`src/sv/bfgt_pkg.sv`:
```
// Shared types and constants for the box face grid tessellator.
`default_nettype none
package bfgt_pkg;

  localparam int unsigned EXT_W     = 24;
  localparam int unsigned SEG_W     = 8;
  localparam int unsigned FACE_W    = 3;
  localparam int unsigned GRID_W    = 8;
  localparam int unsigned POS_W     = 25;
  localparam int unsigned HALF_W    = EXT_W - 1;
  localparam int unsigned TEX_W     = 17;
  localparam int unsigned VCNT_W    = 19;
  localparam int unsigned IDX_W     = 20;
  localparam int unsigned CFG_IDX_W = 3;
  localparam int unsigned PROD_W    = GRID_W + EXT_W;
  localparam int unsigned DIV_W     = 24;
  localparam int unsigned DIV_STEPS = DIV_W;
  localparam int unsigned STEP_W    = $clog2(DIV_STEPS);
  localparam int unsigned TEX_FRAC  = 16;

  localparam logic [FACE_W-1:0] FACE_TOP    = 3'd0;
  localparam logic [FACE_W-1:0] FACE_BOTTOM = 3'd1;
  localparam logic [FACE_W-1:0] FACE_FRONT  = 3'd2;
  localparam logic [FACE_W-1:0] FACE_BACK   = 3'd3;
  localparam logic [FACE_W-1:0] FACE_LEFT   = 3'd4;
  localparam logic [FACE_W-1:0] FACE_RIGHT  = 3'd5;

  localparam logic [CFG_IDX_W-1:0] REG_BOX_WIDTH  = 3'd0;
  localparam logic [CFG_IDX_W-1:0] REG_BOX_HEIGHT = 3'd1;
  localparam logic [CFG_IDX_W-1:0] REG_BOX_DEPTH  = 3'd2;
  localparam logic [CFG_IDX_W-1:0] REG_SEGMENTS_X = 3'd3;
  localparam logic [CFG_IDX_W-1:0] REG_SEGMENTS_Y = 3'd4;
  localparam logic [CFG_IDX_W-1:0] REG_SEGMENTS_Z = 3'd5;

  localparam logic [EXT_W-1:0] EXT_RESET = 24'd65536;
  localparam logic [SEG_W-1:0] SEG_RESET = 8'd1;

  typedef enum logic [1:0] {
    ST_IDLE,
    ST_SETUP,
    ST_DIV,
    ST_DONE
  } state_e;

  typedef struct packed {
    logic [EXT_W-1:0] box_width;
    logic [EXT_W-1:0] box_height;
    logic [EXT_W-1:0] box_depth;
    logic [SEG_W-1:0] segments_x;
    logic [SEG_W-1:0] segments_y;
    logic [SEG_W-1:0] segments_z;
  } cfg_t;

  typedef struct packed {
    logic load;
    logic step;
  } div_ctrl_t;

endpackage
`default_nettype wire

```
`src/sv/bfgt_cfg_regs.sv`:
```
// Configuration register file for the box extents and segment counts.
`default_nettype none
module bfgt_cfg_regs (
  input  logic                           clk_i,
  input  logic                           rst_ni,
  input  logic                           cfg_valid_i,
  input  logic [bfgt_pkg::CFG_IDX_W-1:0] cfg_index_i,
  input  logic [bfgt_pkg::EXT_W-1:0]     cfg_data_i,
  output bfgt_pkg::cfg_t                 cfg_o
);
  import bfgt_pkg::*;

  cfg_t cfg_q;
  cfg_t cfg_d;

  always_comb begin
    cfg_d = cfg_q;
    if (cfg_valid_i) begin
      case (cfg_index_i)
        REG_BOX_WIDTH:  cfg_d.box_width  = cfg_data_i;
        REG_BOX_HEIGHT: cfg_d.box_height = cfg_data_i;
        REG_BOX_DEPTH:  cfg_d.box_depth  = cfg_data_i;
        REG_SEGMENTS_X: cfg_d.segments_x = cfg_data_i[SEG_W-1:0];
        REG_SEGMENTS_Y: cfg_d.segments_y = cfg_data_i[SEG_W-1:0];
        REG_SEGMENTS_Z: cfg_d.segments_z = cfg_data_i[SEG_W-1:0];
        default: ;
      endcase
    end
  end

  always_ff @(posedge clk_i or negedge rst_ni) begin
    if (!rst_ni) begin
      cfg_q.box_width  <= EXT_RESET;
      cfg_q.box_height <= EXT_RESET;
      cfg_q.box_depth  <= EXT_RESET;
      cfg_q.segments_x <= SEG_RESET;
      cfg_q.segments_y <= SEG_RESET;
      cfg_q.segments_z <= SEG_RESET;
    end else begin
      cfg_q <= cfg_d;
    end
  end

  assign cfg_o = cfg_q;

endmodule
`default_nettype wire

```
`src/sv/bfgt_div_lane.sv`:
```
// Bit-serial restoring divider lane: one quotient bit per cycle.
`default_nettype none
module bfgt_div_lane (
  input  logic                       clk_i,
  input  bfgt_pkg::div_ctrl_t        ctrl_i,
  input  logic [bfgt_pkg::SEG_W-1:0] rem_init_i,
  input  logic [bfgt_pkg::DIV_W-1:0] dividend_i,
  input  logic [bfgt_pkg::SEG_W-1:0] divisor_i,
  output logic [bfgt_pkg::DIV_W-1:0] quotient_o
);
  import bfgt_pkg::*;

  logic [SEG_W-1:0] rem_q, rem_d;
  logic [DIV_W-1:0] shreg_q, shreg_d;
  logic [SEG_W-1:0] divisor_q;
  logic [SEG_W:0]   rem_shift;
  logic [SEG_W:0]   rem_diff;
  logic             qbit;

  always_comb begin
    rem_shift = {rem_q, shreg_q[DIV_W-1]};
    rem_diff  = rem_shift - {1'b0, divisor_q};
    qbit      = (rem_shift >= {1'b0, divisor_q});
    rem_d     = rem_q;
    shreg_d   = shreg_q;
    if (ctrl_i.load) begin
      rem_d   = rem_init_i;
      shreg_d = dividend_i;
    end else if (ctrl_i.step) begin
      rem_d   = qbit ? rem_diff[SEG_W-1:0] : rem_shift[SEG_W-1:0];
      shreg_d = {shreg_q[DIV_W-2:0], qbit};
    end
  end

  always_ff @(posedge clk_i) begin
    rem_q   <= rem_d;
    shreg_q <= shreg_d;
    if (ctrl_i.load) begin
      divisor_q <= divisor_i;
    end
  end

  assign quotient_o = shreg_q;

endmodule
`default_nettype wire

```
`src/sv/box_face_grid_tessellator.sv`:
```
// Top level of the box face grid tessellator.
//
// Usage: configure box extents (Q8.16) and segment counts through the cfg
// channel while the block is idle. Each input beat names a face, a grid
// column and row, and an optional mesh restart. A beat on a valid grid
// point gives one output beat with the vertex position, normal, texture
// coordinates, running vertex index and quad indices; an empty face or a
// point off the grid gives no beat.
// Flow from input beat to output valid: one setup state with the column
// times extent multiply, then four parallel bit-serial divider lanes (one
// quotient bit per cycle) in the divide state, then a done state that
// forms the result. One item is in flight at a time, so a new input beat
// is taken only after the last one has left setup (no result) or done.
// The output register holds a finished vertex while the receiver stalls,
// and the next item may still be accepted and computed meanwhile.
// Reset clears the vertex counter and loads the reset extents and counts.
`default_nettype none
module box_face_grid_tessellator #(
  parameter int unsigned MAX_SEGMENTS = 255
) (
  input  logic                            clk_i,
  input  logic                            rst_ni,
  input  logic                            cfg_valid_i,
  output logic                            cfg_ready_o,
  input  logic [bfgt_pkg::CFG_IDX_W-1:0]  cfg_index_i,
  input  logic [bfgt_pkg::EXT_W-1:0]      cfg_data_i,
  input  logic                            in_valid_i,
  output logic                            in_ready_o,
  input  logic [bfgt_pkg::FACE_W-1:0]     face_i,
  input  logic [bfgt_pkg::GRID_W-1:0]     grid_col_i,
  input  logic [bfgt_pkg::GRID_W-1:0]     grid_row_i,
  input  logic                            start_mesh_i,
  output logic                            out_valid_o,
  input  logic                            out_ready_i,
  output logic signed [bfgt_pkg::POS_W-1:0] pos_x_o,
  output logic signed [bfgt_pkg::POS_W-1:0] pos_y_o,
  output logic signed [bfgt_pkg::POS_W-1:0] pos_z_o,
  output logic [bfgt_pkg::FACE_W-1:0]     normal_code_o,
  output logic [bfgt_pkg::TEX_W-1:0]      tex_u_o,
  output logic [bfgt_pkg::TEX_W-1:0]      tex_v_o,
  output logic [bfgt_pkg::VCNT_W-1:0]     vertex_index_o,
  output logic                            has_quad_o,
  output logic [bfgt_pkg::IDX_W-1:0]      index_right_o,
  output logic [bfgt_pkg::IDX_W-1:0]      index_above_o,
  output logic [bfgt_pkg::IDX_W-1:0]      index_diag_o,
  output logic                            reverse_winding_o
);
  import bfgt_pkg::*;

  localparam logic [SEG_W-1:0] SEG_CAP =
      (MAX_SEGMENTS > 255) ? {SEG_W{1'b1}} : SEG_W'(MAX_SEGMENTS);

  cfg_t      cfg;
  state_e    state_q, state_d;
  div_ctrl_t div_ctrl;
  logic      out_load;

  logic [FACE_W-1:0] face_q;
  logic [GRID_W-1:0] col_q, row_q;
  logic              start_q;

  logic [EXT_W-1:0]  sel_w, sel_h, sel_d;
  logic [SEG_W-1:0]  raw_sw, raw_sh, sel_sw, sel_sh;
  logic              face_ok, item_ok;
  logic [PROD_W-1:0] prod_a, prod_b;

  logic [SEG_W-1:0]  sw_q;
  logic [HALF_W-1:0] w_half_q, h_half_q, d_half_q;
  logic              quad_q;
  logic [VCNT_W-1:0] v_q;
  logic [VCNT_W-1:0] cnt_q, cnt_d, cnt_base;
  logic [STEP_W-1:0] step_q;

  logic [DIV_W-1:0]  quo_a, quo_b, quo_u, quo_v;

  logic signed [POS_W-1:0] res_a, res_b, res_dp, res_dn;
  logic signed [POS_W-1:0] res_x, res_y, res_z;
  logic [IDX_W-1:0]  res_right, res_above, res_diag;
  logic              res_rev;

  logic out_valid_q;

  assign cfg_ready_o = 1'b1;

  bfgt_cfg_regs u_cfg (
    .clk_i       (clk_i),
    .rst_ni      (rst_ni),
    .cfg_valid_i (cfg_valid_i),
    .cfg_index_i (cfg_index_i),
    .cfg_data_i  (cfg_data_i),
    .cfg_o       (cfg)
  );

  always_ff @(posedge clk_i) begin
    if (in_valid_i && in_ready_o) begin
      face_q  <= face_i;
      col_q   <= grid_col_i;
      row_q   <= grid_row_i;
      start_q <= start_mesh_i;
    end
  end

  always_comb begin
    face_ok = 1'b1;
    sel_w   = '0;
    sel_h   = '0;
    sel_d   = '0;
    raw_sw  = '0;
    raw_sh  = '0;
    case (face_q)
      FACE_TOP, FACE_BOTTOM: begin
        sel_w  = cfg.box_width;
        sel_h  = cfg.box_depth;
        sel_d  = cfg.box_height;
        raw_sw = cfg.segments_x;
        raw_sh = cfg.segments_z;
      end
      FACE_FRONT, FACE_BACK: begin
        sel_w  = cfg.box_width;
        sel_h  = cfg.box_height;
        sel_d  = cfg.box_depth;
        raw_sw = cfg.segments_x;
        raw_sh = cfg.segments_y;
      end
      FACE_LEFT, FACE_RIGHT: begin
        sel_w  = cfg.box_depth;
        sel_h  = cfg.box_height;
        sel_d  = cfg.box_width;
        raw_sw = cfg.segments_z;
        raw_sh = cfg.segments_y;
      end
      default: begin
        face_ok = 1'b0;
      end
    endcase
    sel_sw  = (raw_sw > SEG_CAP) ? SEG_CAP : raw_sw;
    sel_sh  = (raw_sh > SEG_CAP) ? SEG_CAP : raw_sh;
    item_ok = face_ok && (sel_w != '0) && (sel_h != '0) && (sel_sw != '0) &&
              (sel_sh != '0) && (col_q <= sel_sw) && (row_q <= sel_sh);
    prod_a  = PROD_W'(col_q) * PROD_W'(sel_w);
    prod_b  = PROD_W'(row_q) * PROD_W'(sel_h);
  end

  // The quotients stay below 2^24, so the top dividend byte seeds the remainder.
  bfgt_div_lane u_div_a (
    .clk_i      (clk_i),
    .ctrl_i     (div_ctrl),
    .rem_init_i (prod_a[PROD_W-1:DIV_W]),
    .dividend_i (prod_a[DIV_W-1:0]),
    .divisor_i  (sel_sw),
    .quotient_o (quo_a)
  );

  bfgt_div_lane u_div_b (
    .clk_i      (clk_i),
    .ctrl_i     (div_ctrl),
    .rem_init_i (prod_b[PROD_W-1:DIV_W]),
    .dividend_i (prod_b[DIV_W-1:0]),
    .divisor_i  (sel_sh),
    .quotient_o (quo_b)
  );

  bfgt_div_lane u_div_u (
    .clk_i      (clk_i),
    .ctrl_i     (div_ctrl),
    .rem_init_i ('0),
    .dividend_i ({col_q, {TEX_FRAC{1'b0}}}),
    .divisor_i  (sel_sw),
    .quotient_o (quo_u)
  );

  bfgt_div_lane u_div_v (
    .clk_i      (clk_i),
    .ctrl_i     (div_ctrl),
    .rem_init_i ('0),
    .dividend_i ({row_q, {TEX_FRAC{1'b0}}}),
    .divisor_i  (sel_sh),
    .quotient_o (quo_v)
  );

  always_comb begin
    state_d = state_q;
    case (state_q)
      ST_IDLE:  if (in_valid_i) state_d = ST_SETUP;
      ST_SETUP: state_d = item_ok ? ST_DIV : ST_IDLE;
      ST_DIV:   if (step_q == STEP_W'(DIV_STEPS - 1)) state_d = ST_DONE;
      ST_DONE:  if (!out_valid_q || out_ready_i) state_d = ST_IDLE;
      default:  state_d = ST_IDLE;
    endcase
  end

  always_comb begin
    in_ready_o    = (state_q == ST_IDLE);
    div_ctrl.load = (state_q == ST_SETUP) && item_ok;
    div_ctrl.step = (state_q == ST_DIV);
    out_load      = (state_q == ST_DONE) && (!out_valid_q || out_ready_i);
  end

  always_comb begin
    cnt_base = start_q ? '0 : cnt_q;
    cnt_d    = cnt_q;
    if (state_q == ST_SETUP) begin
      cnt_d = item_ok ? cnt_base + VCNT_W'(1) : cnt_base;
    end
  end

  always_ff @(posedge clk_i or negedge rst_ni) begin
    if (!rst_ni) begin
      state_q     <= ST_IDLE;
      cnt_q       <= '0;
      step_q      <= '0;
      out_valid_q <= 1'b0;
    end else begin
      state_q <= state_d;
      cnt_q   <= cnt_d;
      if ((state_q == ST_DIV) && (state_d == ST_DIV)) begin
        step_q <= step_q + STEP_W'(1);
      end else begin
        step_q <= '0;
      end
      if (out_load) begin
        out_valid_q <= 1'b1;
      end else if (out_ready_i) begin
        out_valid_q <= 1'b0;
      end
    end
  end

  always_ff @(posedge clk_i) begin
    if (div_ctrl.load) begin
      sw_q     <= sel_sw;
      w_half_q <= sel_w[EXT_W-1:1];
      h_half_q <= sel_h[EXT_W-1:1];
      d_half_q <= sel_d[EXT_W-1:1];
      quad_q   <= (col_q < sel_sw) && (row_q < sel_sh);
      v_q      <= cnt_base;
    end
  end

  always_comb begin
    res_a  = $signed({1'b0, quo_a}) - $signed({2'b00, w_half_q});
    res_b  = $signed({1'b0, quo_b}) - $signed({2'b00, h_half_q});
    res_dp = $signed({2'b00, d_half_q});
    res_dn = -res_dp;
    res_x  = res_a;
    res_y  = res_b;
    res_z  = res_dp;
    case (face_q)
      FACE_TOP: begin
        res_y = res_dp;
        res_z = res_b;
      end
      FACE_BOTTOM: begin
        res_y = res_dn;
        res_z = res_b;
      end
      FACE_FRONT: res_z = res_dp;
      FACE_BACK:  res_z = res_dn;
      FACE_LEFT: begin
        res_x = res_dn;
        res_z = res_a;
      end
      default: begin
        res_x = res_dp;
        res_z = res_a;
      end
    endcase
    res_rev   = quad_q && ((face_q == FACE_FRONT) || (face_q == FACE_LEFT) ||
                           (face_q == FACE_BOTTOM));
    res_right = quad_q ? {1'b0, v_q} + IDX_W'(1) : '0;
    res_above = quad_q ? {1'b0, v_q} + IDX_W'(sw_q) + IDX_W'(1) : '0;
    res_diag  = quad_q ? {1'b0, v_q} + IDX_W'(sw_q) + IDX_W'(2) : '0;
  end

  always_ff @(posedge clk_i) begin
    if (out_load) begin
      pos_x_o           <= res_x;
      pos_y_o           <= res_y;
      pos_z_o           <= res_z;
      normal_code_o     <= face_q;
      tex_u_o           <= quo_u[TEX_W-1:0];
      tex_v_o           <= quo_v[TEX_W-1:0];
      vertex_index_o    <= v_q;
      has_quad_o        <= quad_q;
      index_right_o     <= res_right;
      index_above_o     <= res_above;
      index_diag_o      <= res_diag;
      reverse_winding_o <= res_rev;
    end
  end

  assign out_valid_o = out_valid_q;

  a_step_idle: assert property (@(posedge clk_i) disable iff (!rst_ni)
    state_q != ST_DIV |-> step_q == '0)
    else $error("Divider step count left nonzero outside the divide phase.");

  a_accept_setup: assert property (@(posedge clk_i) disable iff (!rst_ni)
    in_valid_i && in_ready_o |=> state_q == ST_SETUP)
    else $error("Accepted item did not enter setup.");

  a_no_quad_zero: assert property (@(posedge clk_i) disable iff (!rst_ni)
    out_valid_o && !has_quad_o |-> index_right_o == '0 && index_above_o == '0 &&
    index_diag_o == '0 && !reverse_winding_o)
    else $error("Quad fields set on a vertex without a quad.");

  a_quad_right: assert property (@(posedge clk_i) disable iff (!rst_ni)
    out_valid_o && has_quad_o |-> index_right_o == {1'b0, vertex_index_o} + IDX_W'(1))
    else $error("Right index does not follow the vertex index.");

endmodule
`default_nettype wire
```
`config.mk`:
```
export PLATFORM = sky130hd
export DESIGN_NAME = box_face_grid_tessellator
export DESIGN_NICKNAME = d
export VERILOG_FILES = /design/src/sv/bfgt_pkg.sv /design/src/sv/bfgt_cfg_regs.sv /design/src/sv/bfgt_div_lane.sv /design/src/sv/box_face_grid_tessellator.sv
export SDC_FILE = /design/constraint.sdc
export NUM_CORES = 2
export LEC_CHECK = 0
export BUFFER_PORTS_ARGS = -buffer_cell sky130_fd_sc_hd__clkbuf_2
export CORE_MARGIN = 1
export CORE_UTILIZATION = 32
export DETAILED_ROUTE_END_ITERATION = 12
export PLACE_DENSITY = 0.58
export SYNTH_ARGS = -nofsm -noshare
export SYNTH_HDL_FRONTEND = slang
export SYNTH_SLANG_ARGS = --single-unit
```
`constraint.sdc`:
```
create_clock -name clk_i -period 11.4 [get_ports clk_i]
set_input_delay 1.14 -clock clk_i [delete_from_list [all_inputs] [get_ports clk_i]]
set_output_delay 1.14 -clock clk_i [all_outputs]
set_load 0.02 [all_outputs]
```
==> run metrics <==
crit share post-route 0.689; Critical path destination u_div_b.rem_q[6]$_DFFE_PP_; CP Capture Type flip-flop; Crit path required time 11.76 ns; Reg clk slew, reported paths 0.06 ns; ys async rst share 0.216; R2R Setup Slk 3.55 ns; vias in the first global route 29,957; # IOs 248; first-pass GRT wire length 189 mm; Slew @ Worst Pin 1.24 ns; Synth area leader edfxtp_1; cell row count 130; adder-cell share of the synthesized area 0.201; xor/xnor share of the synthesized area 0.0460; Sw Ratio 0.461; RSZ-0062 raised after global routing false; Port Buffers 246; Mean Syn Cell Area 10.2 um2; Area contributors post-synth edfxtp_1 (30%), fa_1 (13%), dfrtp_1 (7.2%), ha_1 (6.7%), nand2_1 (4.2%); final core utilization 0.366; Startpoint Class flip-flop; R2R depth 24; count of pins over their slew limit 0; register area 16,000 um2; TritonCTS clock tree done; Final ANT Viol Nets 0; dpl hpwl 94.4 mm; Reg-to-Reg End u_div_b.rem_q[6]$_DFFE_PP_; peak supply drop 167 uV; CTS max path bufs 3; # DRC 0; min-delay worst type reg2reg; Power per Cell Area 270 nW/um2; Primary FF master, synth edfxtp_1; total number of vias 30,670; Fmax achieved 127 MHz; Root Driver clkbuf_16; Setup-failing EPs final 0; status completed; routability congestion estimate 0.915; worst endpoint data arrival time 8.22 ns; drt first-iter violations 2,954; Gates resized, CTS repair 0; Seq pwr share 0.242; share of layout cells above drive strength 1 0.132; n_diodes 0; Power Total 12.4 mW; Post-Syn Instances 3,980; simple-gate portion of the synthesized area 0.156; Final Skew 0.0261 ns; Area growth syn-to-layout 13.4%; die outline height 358 um; relative slew slack 0.169; hold_buf cts 0; Die X 358 um; final cell count without fillers 5,893; initial core utilization 0.323; worst hold slack 0.440 ns; clock power share 0.178; Layout fillers 12,565; Sw Pwr 5.72 mW; initial antenna violation count 20; aggregate global routing overflow 0; full die area 128,000 um2; worst-path maximum fanout 75; core footprint 126,000 um2; wire per inst 21.3 um; sequential fraction of the synthesis area 0.395; Worst Setup Slack post-DPL 3.68 ns; total global-route track usage 0.195; fin crit period 7.85 ns; largest net degree at the start of global routing 82; via/cell ratio 5.20; Final Cell Area 45,900 um2; number of synthesized flops with an enable pin 398; layout net count 4,728; Comb power frac 0.580; min-delay src u_div_v.quotient_o[16]$_DFFE_PP_; syn_nets 4,520; compound-gate portion of the synthesized area 0.116; Placed Cells 5,768; Setup TNS 0 ns; mux contribution to synthesized area 0.0325; Hold Vio Cnt, Final 0; final WL 126 mm; MaxCap Viol Count 0; drt first pass iters 8; Critical Path Source face_q[2]$_DFFE_PP_; slack of the critical path 3.55 ns; Distinct cells, synth 87; area of the multi-input gates 22,400 um2; WS Path Type reg2reg; CTS Sinks 569; largest family of logic cells by synthesized area adder cells; worst skew pair latency 0.64 ns; placed inst area 43,700 um2; post-synth top area share 0.295; YS warnings 0; Seq cells post-synth 569; number of CTS-inserted buffers 68; Leak 19.3 nW; H-tree depth 3; Pint 6.70 mW; worst r2r src face_q[2]$_DFFE_PP_; Post-CTS Setup Bufs 0; Netlist Area Pre-Place 40,500 um2
-- worst min path at each step --
stage	to	slack [ns]	cells after the start
6_report	tex_v_o[16]$_DFFE_PP_	0.44	0
5_1_grt	tex_v_o[16]$_DFFE_PP_	0.45	0
4_1_cts	tex_v_o[16]$_DFFE_PP_	0.43	0
3_5_place_dp	tex_v_o[16]$_DFFE_PP_	0.45	0
3_3_place_gp	tex_v_o[16]$_DFFE_PP_	0.44	0
2_1_floorplan	normal_code_o[0]$_DFFE_PP_	0.42	0
-- layout make-up --
type / count / area share
repair buffers: 309 / 0.0372
multi-input cells: 2841 / 0.488
clock buffers: 87 / 0.0397
clock inverters: 38 / 0.00926
flip-flops and latches: 569 / 0.348
inverters: 399 / 0.0327
well taps: 1650 / 0.0449
-- cells in the final DEF (no fill, tap or decap), drive strengths merged, types with 15 or more instances in the layout --
| master | synthesis | routed |
|---|---|---|
| xor2 | 105 | 105 |
| a21oi | 180 | 180 |
| dfxtp | 48 | 48 |
| a22o | 17 | 17 |
| nor2b | 49 | 49 |
| ha | 217 | 217 |
| nor2 | 225 | 225 |
| o22ai | 28 | 28 |
| nand2 | 457 | 457 |
| nor3 | 45 | 45 |
| mux2 | 101 | 101 |
| and3 | 36 | 36 |
| nand4 | 31 | 31 |
| a31oi | 15 | 15 |
| a211oi | 23 | 23 |
| a22oi | 41 | 41 |
| and2 | 236 | 236 |
| buf | 36 | 64 |
| nor4 | 22 | 22 |
| clkinv | 1 | 23 |
| nand2b | 55 | 55 |
| fa | 271 | 271 |
| a21o | 52 | 52 |
| clkbuf | 135 | 332 |
| xnor2 | 108 | 108 |
| a222oi | 23 | 23 |
| o21a | 16 | 16 |
| o21bai | 15 | 15 |
| o31ai | 19 | 19 |
| nand3 | 57 | 57 |
| dfrtp | 117 | 117 |
| or3 | 28 | 28 |
| inv | 398 | 402 |
| mux2i | 18 | 18 |
| edfxtp | 398 | 398 |
| o21ai | 210 | 210 |
-- worst max-delay path, cell delays in order, from the launching register on --
cell and delay (ns):
edfxtp_1 0.35, buf_4 0.31, inv_2 0.40, ha_4 0.54, buf_4 0.65, a22oi_1 0.19
nor2_1 0.13, buf_4 0.20, nand2_1 0.09, fa_1 0.56, inv_1 0.06, fa_1 0.53
inv_1 0.06, fa_1 0.50, fa_1 0.56, inv_1 0.05, ha_1 0.39, and3_1 0.21
a21oi_1 0.25, a21oi_1 0.15, o2111ai_1 0.27, or3b_2 0.50, a311oi_1 0.32, xor2_1 0.16
o21ai_0 0.08
-- power by group through the flow --
stage               sequential [mW]  combinational [mW]  clock [mW]
floorplan                      3.04                5.05           0
finish                         3.01                7.20        2.21
detailed placement             3.05                7.13           0
global placement               3.05                7.05           0
global route                   3.04                8.08        2.33
CTS                            3.01                7.19        2.26
-- synth_stat cells, drive strengths merged (10+ instances only) --
library cell  instances
nand2               457
edfxtp              398
inv                 398
fa                  271
and2                236
nor2                225
ha                  217
o21ai               210
a21oi               180
clkbuf              135
dfrtp               117
xnor2               108
xor2                105
mux2                101
nand3                57
nand2b               55
a21o                 52
nor2b                49
dfxtp                48
nor3                 45
a22oi                41
and3                 36
buf                  36
nand4                31
o22ai                28
or3                  28
a211oi               23
a222oi               23
nor4                 22
o31ai                19
mux2i                18
a22o                 17
o21a                 16
a31oi                15
o21bai               15
o31a                 12
o211ai               11
or2                  10
-- state kept, by name (all words and copies together), names as in the netlist, 24 cells and up --
| signal | count |
|---|---|
| u_div_u.quotient_o | 24 |
| u_div_a.quotient_o | 24 |
| pos_y_o | 25 |
| pos_x_o | 25 |
| u_div_b.quotient_o | 24 |
| u_cfg.cfg_o | 96 |
| u_div_v.quotient_o | 24 |
| pos_z_o | 25 |
-- per-layer routing --
metal	GRT usage	part of all wire
met5	0	0.0015
met4	0.0540	0.026
met3	0.0561	0.096
met2	0.283	0.42
met1	0.280	0.46
-- cell families (layout without fill, tap and decap cells) --
| logic type | count (synthesis) | in the layout |
|---|---|---|
| buffers and inverters | 570 | 833 |
| AO/OA/AOI/OAI | 731 | 731 |
| XOR/XNOR | 213 | 213 |
| adder cells (fa/ha/maj) | 488 | 488 |
| AND/OR/NAND/NOR | 1289 | 1289 |
| multiplexers | 119 | 119 |
| flip-flops | 569 | 569 |
| other | 1 | 1 |
Power figures use the tool's default switching activity.
